===== src/rtl/rcs_pkg.sv =====
// rcs_pkg: shared types, codes and defaults for the read correction scorer.
// No dependencies; imported by every rcs module and the top level.
package rcs_pkg;

    localparam int COUNTER_WIDTH_DEF    = 32;
    localparam int READ_COUNT_WIDTH_DEF = 16;
    localparam int OUT_W                = 32;
    localparam int BASE_W               = 8;

    // kind field of an input transaction
    typedef enum logic [1:0] {
        KIND_PAIR     = 2'd0,
        KIND_EMPTY    = 2'd1,
        KIND_PARTIAL  = 2'd2,
        KIND_UNFILLED = 2'd3
    } kind_t;

    // per-pair score
    typedef enum logic [1:0] {
        OUTC_NONE = 2'd0,
        OUTC_TP   = 2'd1,
        OUTC_FP   = 2'd2,
        OUTC_FN   = 2'd3
    } outcome_t;

    typedef struct packed {
        kind_t               kind;
        logic [BASE_W-1:0]   orig_first;
        logic [BASE_W-1:0]   orig_second;
        logic [BASE_W-1:0]   corr_first;
        logic [BASE_W-1:0]   corr_second;
        logic [BASE_W-1:0]   ref_first;
        logic [BASE_W-1:0]   ref_second;
        logic                last_pair;
    } item_t;

    // control handed from the compare stage to the counter bank
    typedef struct packed {
        logic     update;
        kind_t    kind;
        logic     last_pair;
        outcome_t outcome;
    } tally_ctl_t;

endpackage


===== src/rtl/read_correction_scorer.sv =====
// read_correction_scorer: top level, input register, pair compare, counter bank.
// Depends on rcs_pkg, rcs_pair_cmp and rcs_tally.
//
//  channel | direction | handshake            | payload
//  --------+-----------+----------------------+-----------------------------------------
//  in      | into      | in_valid / in_stall  | kind, orig_*, corr_*, ref_*, last_pair
//  out     | out of    | out_valid / out_stall| pair_outcome, eight running counters
//
// One result transaction per input transaction. An accepted item sits in the
// input register; once the result slot is free or emptying, compare and counter
// update load the counters and outcome register, which drive the result.
// Throughput is one transaction per cycle while the output is not stalled.
// Reset (rst_n low, async) clears all counters and both valid flags. A stalled
// result holds; the input stalls only while its register is full behind it.
module read_correction_scorer
    import rcs_pkg::*;
#(
    parameter int COUNTER_WIDTH    = COUNTER_WIDTH_DEF,
    parameter int READ_COUNT_WIDTH = READ_COUNT_WIDTH_DEF
)
(
    input  logic              clk,
    input  logic              rst_n,

    input  logic              in_valid,
    output logic              in_stall,
    input  logic [1:0]        kind,
    input  logic [BASE_W-1:0] orig_first,
    input  logic [BASE_W-1:0] orig_second,
    input  logic [BASE_W-1:0] corr_first,
    input  logic [BASE_W-1:0] corr_second,
    input  logic [BASE_W-1:0] ref_first,
    input  logic [BASE_W-1:0] ref_second,
    input  logic              last_pair,

    output logic              out_valid,
    input  logic              out_stall,
    output logic [1:0]        pair_outcome,
    output logic [OUT_W-1:0]  true_pos_count,
    output logic [OUT_W-1:0]  false_pos_count,
    output logic [OUT_W-1:0]  false_neg_count,
    output logic [OUT_W-1:0]  reads_processed,
    output logic [OUT_W-1:0]  reads_seen,
    output logic [OUT_W-1:0]  good_corrections,
    output logic [OUT_W-1:0]  clean_reads,
    output logic [OUT_W-1:0]  bad_corrections
);

    item_t      item_reg;
    logic       item_vld_reg;
    logic       out_vld_reg;
    outcome_t   outcome_reg;
    outcome_t   outcome;
    tally_ctl_t ctl;
    logic       accept;
    logic       advance;

    logic [COUNTER_WIDTH-1:0] tp_cnt, fp_cnt, fn_cnt, proc_cnt;
    logic [COUNTER_WIDTH-1:0] seen_cnt, good_cnt, clean_cnt, bad_cnt;

    // item moves to the result side when the result slot is free or emptying
    assign advance  = item_vld_reg && (!out_vld_reg || !out_stall);
    assign in_stall = item_vld_reg && !advance;
    assign accept   = in_valid && !in_stall;

    always_ff @(posedge clk or negedge rst_n)
    begin
        if (!rst_n)
        begin
            item_vld_reg <= 1'b0;
            out_vld_reg  <= 1'b0;
        end
        else
        begin
            if (accept)
            begin
                item_vld_reg <= 1'b1;
            end
            else if (advance)
            begin
                item_vld_reg <= 1'b0;
            end

            if (advance)
            begin
                out_vld_reg <= 1'b1;
            end
            else if (!out_stall)
            begin
                out_vld_reg <= 1'b0;
            end
        end
    end

    // payload registers, no reset needed
    always_ff @(posedge clk)
    begin
        if (accept)
        begin
            item_reg.kind        <= kind_t'(kind);
            item_reg.orig_first  <= orig_first;
            item_reg.orig_second <= orig_second;
            item_reg.corr_first  <= corr_first;
            item_reg.corr_second <= corr_second;
            item_reg.ref_first   <= ref_first;
            item_reg.ref_second  <= ref_second;
            item_reg.last_pair   <= last_pair;
        end
        if (advance)
        begin
            outcome_reg <= outcome;
        end
    end

    rcs_pair_cmp u_pair_cmp
    (
        .item    (item_reg),
        .outcome (outcome)
    );

    assign ctl.update    = advance;
    assign ctl.kind      = item_reg.kind;
    assign ctl.last_pair = item_reg.last_pair;
    assign ctl.outcome   = outcome;

    // counters only move on advance, so they double as the result register
    rcs_tally #(
        .COUNTER_WIDTH    (COUNTER_WIDTH),
        .READ_COUNT_WIDTH (READ_COUNT_WIDTH)
    ) u_tally (
        .clk       (clk),
        .rst_n     (rst_n),
        .ctl       (ctl),
        .true_pos  (tp_cnt),
        .false_pos (fp_cnt),
        .false_neg (fn_cnt),
        .processed (proc_cnt),
        .seen      (seen_cnt),
        .good_corr (good_cnt),
        .clean     (clean_cnt),
        .bad_corr  (bad_cnt)
    );

    assign out_valid        = out_vld_reg;
    assign pair_outcome     = outcome_reg;
    // reported in the low 32 bits, zero-extended when narrower
    assign true_pos_count   = OUT_W'(tp_cnt);
    assign false_pos_count  = OUT_W'(fp_cnt);
    assign false_neg_count  = OUT_W'(fn_cnt);
    assign reads_processed  = OUT_W'(proc_cnt);
    assign reads_seen       = OUT_W'(seen_cnt);
    assign good_corrections = OUT_W'(good_cnt);
    assign clean_reads      = OUT_W'(clean_cnt);
    assign bad_corrections  = OUT_W'(bad_cnt);

    // an empty result slot never backs up the input side
    a_no_bubble_stall: assert property (@(posedge clk) disable iff (!rst_n)
        !out_vld_reg |-> !in_stall)
        else $error("input stalled while result slot empty");

    // a blocked item stays put in the input register
    a_item_held: assert property (@(posedge clk) disable iff (!rst_n)
        (item_vld_reg && out_vld_reg && out_stall) |=> (item_vld_reg && $stable(item_reg)))
        else $error("blocked item lost or changed");

    // every advance produces a visible result next cycle
    a_advance_result: assert property (@(posedge clk) disable iff (!rst_n)
        advance |=> out_vld_reg)
        else $error("advance without result");

endmodule


===== src/rtl/rcs_pair_cmp.sv =====
// rcs_pair_cmp: scores one aligned base pair against the reference.
// Depends on rcs_pkg.
module rcs_pair_cmp
    import rcs_pkg::*;
(
    input  item_t    item,
    output outcome_t outcome
);

    logic orig_err;
    logic corr_ok;
    logic corr_changed;

    assign orig_err     = (item.orig_first != item.ref_first)
                       || (item.orig_second != item.ref_second);
    assign corr_ok      = (item.corr_first == item.ref_first)
                       && (item.corr_second == item.ref_second);
    assign corr_changed = (item.corr_first != item.orig_first)
                       || (item.corr_second != item.orig_second);

    always_comb
    begin
        outcome = OUTC_NONE;
        if (item.kind == KIND_PAIR)
        begin
            if (orig_err)
            begin
                outcome = corr_ok ? OUTC_TP : OUTC_FN;
            end
            else if (corr_changed)
            begin
                outcome = OUTC_FP;
            end
        end
    end

endmodule


===== src/rtl/rcs_tally.sv =====
// rcs_tally: per-read and running saturating counters, read classification.
// Depends on rcs_pkg.
module rcs_tally
    import rcs_pkg::*;
#(
    parameter int COUNTER_WIDTH    = COUNTER_WIDTH_DEF,
    parameter int READ_COUNT_WIDTH = READ_COUNT_WIDTH_DEF
)
(
    input  logic                     clk,
    input  logic                     rst_n,
    input  tally_ctl_t               ctl,
    output logic [COUNTER_WIDTH-1:0] true_pos,
    output logic [COUNTER_WIDTH-1:0] false_pos,
    output logic [COUNTER_WIDTH-1:0] false_neg,
    output logic [COUNTER_WIDTH-1:0] processed,
    output logic [COUNTER_WIDTH-1:0] seen,
    output logic [COUNTER_WIDTH-1:0] good_corr,
    output logic [COUNTER_WIDTH-1:0] clean,
    output logic [COUNTER_WIDTH-1:0] bad_corr
);

    typedef logic [COUNTER_WIDTH-1:0]    cnt_t;
    typedef logic [READ_COUNT_WIDTH-1:0] rd_t;

    function automatic cnt_t sat_cnt(input cnt_t c, input logic en);
        sat_cnt = (en && !(&c)) ? c + cnt_t'(1) : c;
    endfunction

    function automatic rd_t sat_rd(input rd_t c, input logic en);
        sat_rd = (en && !(&c)) ? c + rd_t'(1) : c;
    endfunction

    cnt_t tp_reg, fp_reg, fn_reg, proc_reg, seen_reg, good_reg, clean_reg, bad_reg;
    cnt_t tp_next, fp_next, fn_next, proc_next, seen_next, good_next, clean_next, bad_next;
    rd_t  rtp_reg, rfp_reg, rfn_reg;
    rd_t  rtp_next, rfp_next, rfn_next;

    // read counts after this pair, before any read-end clear
    rd_t  rtp_pair, rfp_pair, rfn_pair;
    rd_t  etp, efp, efn;
    logic is_pair, is_tp, is_fp, is_fn;
    logic finish, no_err;

    assign is_pair = (ctl.kind == KIND_PAIR);
    assign is_tp   = (ctl.outcome == OUTC_TP);
    assign is_fp   = (ctl.outcome == OUTC_FP);
    assign is_fn   = (ctl.outcome == OUTC_FN);

    assign rtp_pair = sat_rd(rtp_reg, is_tp);
    assign rfp_pair = sat_rd(rfp_reg, is_fp);
    assign rfn_pair = sat_rd(rfn_reg, is_fn);

    // empty read classifies with zero counts
    assign etp = is_pair ? rtp_pair : '0;
    assign efp = is_pair ? rfp_pair : '0;
    assign efn = is_pair ? rfn_pair : '0;

    assign finish = (is_pair && ctl.last_pair) || (ctl.kind == KIND_EMPTY);
    assign no_err = (efp == '0) && (efn == '0);

    always_comb
    begin
        tp_next    = sat_cnt(tp_reg, is_tp);
        fp_next    = sat_cnt(fp_reg, is_fp);
        fn_next    = sat_cnt(fn_reg, is_fn);
        proc_next  = sat_cnt(proc_reg, finish);
        seen_next  = sat_cnt(seen_reg, finish || (ctl.kind == KIND_PARTIAL));
        good_next  = sat_cnt(good_reg, finish && no_err && (etp != '0));
        clean_next = sat_cnt(clean_reg, finish && no_err && (etp == '0));
        bad_next   = sat_cnt(bad_reg, finish && !no_err && (efp > efn));
        if (is_pair && !ctl.last_pair)
        begin
            rtp_next = rtp_pair;
            rfp_next = rfp_pair;
            rfn_next = rfn_pair;
        end
        else
        begin
            rtp_next = '0;
            rfp_next = '0;
            rfn_next = '0;
        end
    end

    always_ff @(posedge clk or negedge rst_n)
    begin
        if (!rst_n)
        begin
            tp_reg    <= '0;
            fp_reg    <= '0;
            fn_reg    <= '0;
            proc_reg  <= '0;
            seen_reg  <= '0;
            good_reg  <= '0;
            clean_reg <= '0;
            bad_reg   <= '0;
            rtp_reg   <= '0;
            rfp_reg   <= '0;
            rfn_reg   <= '0;
        end
        else if (ctl.update)
        begin
            tp_reg    <= tp_next;
            fp_reg    <= fp_next;
            fn_reg    <= fn_next;
            proc_reg  <= proc_next;
            seen_reg  <= seen_next;
            good_reg  <= good_next;
            clean_reg <= clean_next;
            bad_reg   <= bad_next;
            rtp_reg   <= rtp_next;
            rfp_reg   <= rfp_next;
            rfn_reg   <= rfn_next;
        end
    end

    assign true_pos  = tp_reg;
    assign false_pos = fp_reg;
    assign false_neg = fn_reg;
    assign processed = proc_reg;
    assign seen      = seen_reg;
    assign good_corr = good_reg;
    assign clean     = clean_reg;
    assign bad_corr  = bad_reg;

endmodule


===== config.mk =====
export PLATFORM = sky130hd
export DESIGN_NAME = read_correction_scorer
export DESIGN_NICKNAME = d
export VERILOG_FILES = /design/src/rtl/rcs_pkg.sv /design/src/rtl/read_correction_scorer.sv /design/src/rtl/rcs_pair_cmp.sv /design/src/rtl/rcs_tally.sv
export SDC_FILE = /design/constraint.sdc
export NUM_CORES = 1
export LEC_CHECK = 0
export BUFFER_PORTS_ARGS = -buffer_cell sky130_fd_sc_hd__buf_2
export CORE_MARGIN = 5
export CORE_UTILIZATION = 45
export DETAILED_ROUTE_END_ITERATION = 6
export GPL_TIMING_DRIVEN = 0
export PLACE_DENSITY_LB_ADDON = 0.05
export SYNTH_ARGS = -nofsm -noshare
export SYNTH_HDL_FRONTEND = slang
export SYNTH_SLANG_ARGS = --single-unit

===== constraint.sdc =====
create_clock -name clk -period 9.8 [get_ports clk]
set_input_delay 0 -clock clk [delete_from_list [all_inputs] [get_ports clk]]
set_output_delay 0 -clock clk [all_outputs]
set_load 0.05 [all_outputs]

* Word-level counts from Yosys, hierarchy flattened *
Cells that the tools add are included.

word-level totals
  register bits = 359
  input port bits = 55
  output and inout port bits = 260
  word-level logic and storage cells = 133

operators by class
  add/sub/neg operators = 11
  order comparisons = 1
  equality and inequality tests = 12
  multiplexer cells = 17
  reduce and logical (&&, ||, !) cells = 70

operators by type and width
  operator                                                count
  adder 32 x 1 -> 32 bit (second input constant)          8
  AND reduction 32 bit                                    8
  2-to-1 mux 16 bit                                       9
  adder 16 x 1 -> 16 bit (second input constant)          3
  zero test 16 bit                                        3
  AND reduction 16 bit                                    3
  inequality test 8 bit                                   4
  logical AND 1 bit                                       23
  zero test 1 bit                                         17
  equality test 8 bit                                     2
  > comparator 16 bit                                     1
  AND reduction 2 bit                                     8
  nonzero test 16 bit                                     1
  2-to-1 mux 2 bit                                        4
  equality test 2 bit (second input constant)             3
  logical OR 1 bit                                        5
  equality test 2 x 1 -> 1 bit (second input constant)    2
  2-to-1 mux 1 bit                                        4
  zero test 2 bit                                         1
  inequality test 2 x 1 -> 1 bit (second input constant)  1
  nonzero test 2 bit                                      1

* Depth between registers and ports, before layout *
  depth in word-level cells = 16
  depth in mapped cells = 22
  gate-level depth less buffers = 20

* Hierarchy *
From an unflattened synthesis, not the netlist that was laid out.

second synthesis, totals
  cells, all modules = 1,762
  area total of the unflattened synthesis = 18,028.5 um^2

by module, submodules not included
  module                  times used  cells each  area each (um^2)
  rcs_tally               1           1,657       15,991.6
  read_correction_scorer  1           61          1,684.1
  rcs_pair_cmp            1           44          352.8

* Least setup slack after synthesis *
OpenSTA, ideal clock, no wires.

  path kind = register to register
  start = register item_reg[29] in the netlist's numbering
  end = register u_tally.bad_reg[1] (netlist: u_tally.bad_corr[1])
  library setup time = 125 ps
  arrival time = 4,119 ps
  required time = 9,675 ps
  setup slack = 5,557 ps
  stages on the path, launching flop included = 22
  buffers on the path = 3
  period minus slack after synthesis = 4,243 ps
  path through = edfxtp_1 -> xnor2_1 -> nand4_1 -> nor4_1 -> nand2b_1 -> clkbuf_1 -> nor2_1 -> clkbuf_1 -> nand2_1 -> xor2_1 -> nor2_1 -> ha_1 -> a21o_1 -> a21o_1 -> a21oi_1 -> o21ai_0 -> a21o_1 -> a21oi_1 -> o21ai_0 -> o211ai_1 -> buf_2 -> mux2_2

between the ends
  word-level cells in the longest chain between the ends = 16
  elaborated cells on any way between the ends = 25
  those cells by class = 1 x order compare; 4 x eq/ne; 8 x mux; 12 x reduce/logical

ends and longest elaborated chain
  item                                                                 RTL line                                text
  start, declared                                                      read_correction_scorer.sv:49            item_t item_reg;
  inequality test 8 bit / equality test 8 bit (equally long branches)  rcs_pair_cmp.sv:18, rcs_pair_cmp.sv:16
  logical OR 1 bit / logical AND 1 bit (equally long branches)         rcs_pair_cmp.sv:19, rcs_pair_cmp.sv:17
  2-to-1 mux 2 bit, on equally long branches                           rcs_pair_cmp.sv:30, rcs_pair_cmp.sv:28
  2-to-1 mux 2 bit *                                                   rcs_pair_cmp.sv:26                      if (orig_err)
  2-to-1 mux 2 bit *                                                   rcs_pair_cmp.sv:24                      if (item.kind == KIND_PAIR)
  branches (longest 8 deep; another with > comparator 16 bit)          --
  logical AND 1 bit *                                                  rcs_tally.sv:71                         bad_next = sat_cnt(bad_reg, finish && !no_err && (efp > efn));
  logical AND 1 bit *                                                  rcs_tally.sv:27                         sat_cnt = (en && !(&c)) ? c + cnt_t'(1) : c;
  AND reduction 2 bit (no source line) *                               --
  end signal, assigned                                                 rcs_tally.sv:111                        bad_reg <= bad_next;
  end, declared                                                        rcs_tally.sv:34                         cnt_t tp_reg, fp_reg, fn_reg, proc_reg, seen_reg, good_reg, clean_reg, bad_reg;

Every way passes the cells marked *.
A chain may end at the register's enable or synchronous reset.

* Worst setup path in the final report *
Ends and elaborated chain as after synthesis.

==> reports/metrics.csv <==
metric;value;unit
CP delay by family, top;simple AND/OR/NAND/NOR gates;
Final Setup Violations;0;
hold_buf cts;56;
CTS Buffer Depth;3;
layer with the highest usage;met2;
number of synthesis warnings;0;
Seq/Total Area, Yosys;50.4;%
met2 usage;34.8;%
# port buffers;314;
Placed Cells;2641;
Largest register FFs;48;
Detailed Place HPWL;35.4;mm
worst-margin pin slew;1.19;ns
Num Clock Sinks;359;
hold slack final;0.103;ns
Levels on crit path;21;
leakage power;10.7;nW
Rel. slew slack;19.9;%
number of synthesized flops with an enable pin;53;
vias post-DR;14900;
filler instances;3693;
GP Congestion;0.919;
top cells by area, synth;dfrtp_1 42%, xnor2_1 9.2%, edfxtp_1 8.7%;
Non-Filler Instances;2771;
Synth area leader;dfrtp_1;
most frequent cells in the layout;332 x buf_2, 306 x dfrtp_1, 211 x nand2_1;
CP dominant cell by count;a21o_1;
FFs w/ async S/R, synth;85.2;%
final cycle utilization of the critical path;61.2;%
crit path DAT;6.43;ns
global-route wire length before repair;79.7;mm
met3 GRT Util;4.83;%
syn_nets;1872;
Reg-to-Reg Start;item_reg[29];
RSZ-0062 raised after global routing;false;
setup skew after layout;0.0252;ns
Inserted Clock Buffers;41;
largest net degree at the start of global routing;112;
max cap viols;0;
Layout area overhead;23.2;%
share of the synthesized area in the top cell type;41.8;%
Syn Area/Cell;10.2;um2
DRT Wirelength;49.5;mm
min-delay worst type;input port to async pin;
Setup CP Type;flip-flop to flip-flop;
Distinct cells, synth;68;
Reg clk slew, reported paths;0.06;ns
ys flop type;dfrtp_1;
Fin. Hold Viols;0;
initial core utilization;45.2;%
FF-to-FF End;u_tally.bad_corr[1];
Initial DRC Count;921;
Setup Buffers After CTS;0;
vias in the first global route;14800;
final antenna-violating net count;0;
Die ar.;0.0449;mm2
Clock Latency Late Sink;0.57;ns
peak fanout along the critical path;10;
Final Total Pwr;3.54;mW
Total GRT Usage;21.7;%
GR Util met1;29.9;%
#FFs+latches synth;359;
share of post-route cells with drive strength above 1;20.3;%
post_cts resized;0;
# DRC;0;
Largest stage delay, worst path;1.02;ns
Place WS;3.74;ns
Min Clock Period, post-route;6.00;ns
final slew viol count;0;
WL per Instance;17.9;um
DRT Pass-1 Iters;5;
H-Tree Depth;2;
Max Fclk;0.167;GHz
global route overflow;0;
worst path cell trace;xnor2_1 > nand4_1 > nor4_1 > nand2b_1 > clkbuf_1 > nor2_1 > clkbuf_1 > nand2_1 > xor2_1 > nor2_1 > ha_1 > a21o_1 > a21o_1 > a21oi_1 > o21ai_0 > a21o_1 > a21oi_1 > o21ai_0 > o211ai_1 > buf_2 > mux2_2;
critical path required time;10.23;ns
Worst setup EP type;flip-flop;
r2r setup slk;3.80;ns
CTS tree;built;
# IOs;315;
Nets;2290;
Max VDD drop;145;uV
Critical-path top delay cell;nor4_1;
vias per std cell;5.37;
pwr/cell area;157;mW/mm2
finished layout cell area;0.0226;mm2
Core Box Area;0.0406;mm2
most common cell after layout, fill and taps aside;buf_2;
chip width;212;um
Synth Cell Area;0.0183;mm2
# rows;74;
CTS Root Cell;clkbuf_16;
placed cell area;0.0207;mm2
initial antenna violation count;1;
Cells after Synth;1790;
TNS Setup;0;ns
final setup margin;3.80;ns
Reg2Reg Depth;21;
Die Y;212;um
Buf+Inv Stages, Crit Path;3;
startpoint types;flip-flop;
outcome;complete, no violations;
Core Util, Final;55.7;%
[how the worst max path moves through the flow]
stage                            start               endpoint  slack, ns
after floorplan           item_reg[29]    u_tally.bad_corr[1]       5.56
after global placement           rst_n  u_tally.processed[11]       2.55
after detailed placement  item_reg[29]    u_tally.bad_corr[1]       3.74
after CTS                 item_reg[29]    u_tally.bad_corr[1]       3.70
after global routing      item_reg[29]    u_tally.bad_corr[1]       3.32
final                     item_reg[29]    u_tally.bad_corr[1]       3.80
[final cells by class]
class	count	area, um2	area share, %
Buffer	69	304	1.35
Inverter	28	105	0.465
Clock inverter	13	146	0.648
Tap cell	532	666	2.95
Antenna cell	1	2.50	0.0111
Sequential cell	359	9250	40.9
Clock buffer	60	1180	5.22
Timing Repair Buffer	375	2260	9.98
Multi-Input combinational cell	1334	8690	38.5
[metal layers]
layer / vias up / share of wire, %
met5: - / 0
met4: 0 / 2.3
met3: 85 / 6.1
met2: 387 / 47
met1: 7258 / 45
li1: 7149 / -
[worst reg2reg max path: stages, from the launching register on]
cell	delay, ns
edfxtp_1	0.41
xnor2_1	0.22
nand4_1	0.14
nor4_1	1.02
nand2b_1	0.28
clkbuf_1	0.41
nor2_1	0.15
clkbuf_1	0.28
nand2_1	0.18
xor2_1	0.15
nor2_1	0.08
ha_1	0.34
a21o_1	0.18
a21o_1	0.16
a21oi_1	0.15
o21ai_0	0.10
a21o_1	0.19
a21oi_1	0.27
o21ai_0	0.14
o211ai_1	0.31
buf_2	0.35
mux2_2	0.36
[report_power, final]
part	internal (mW)	total [mW]	leakage [nW]	switching, mW
Sequential	1.57	1.63	4.69	0.0625
Combinational	0.115	0.400	5.34	0.286
Clock	0.890	1.51	0.647	0.618
Total	2.58	3.54	10.7	0.966
[synth_stat cells, types with 28 or more instances]
master,n
nor4_1,28
nand4_1,78
xnor2_1,192
clkbuf_1,40
edfxtp_1,53
and3_1,72
nor2_1,124
and2_1,28
xor2_1,139
inv_1,28
nand3_1,112
o21ai_0,72
dfrtp_1,306
nand2_1,211
nor3_1,41
[logic make-up (layout without fill, tap and decap cells)]
group	Yosys count	after routing	share of synthesized area [%]
buf+inv	97	545	2.23
other cells	0	1	0
simple gates	796	796	23.2
compound gates	162	162	5.41
flops	359	359	50.4
fa+ha+maj	27	27	1.84
mux	18	18	1.05
xor+xnor	331	331	15.8
No activity file was read; power rests on OpenSTA's default activity.
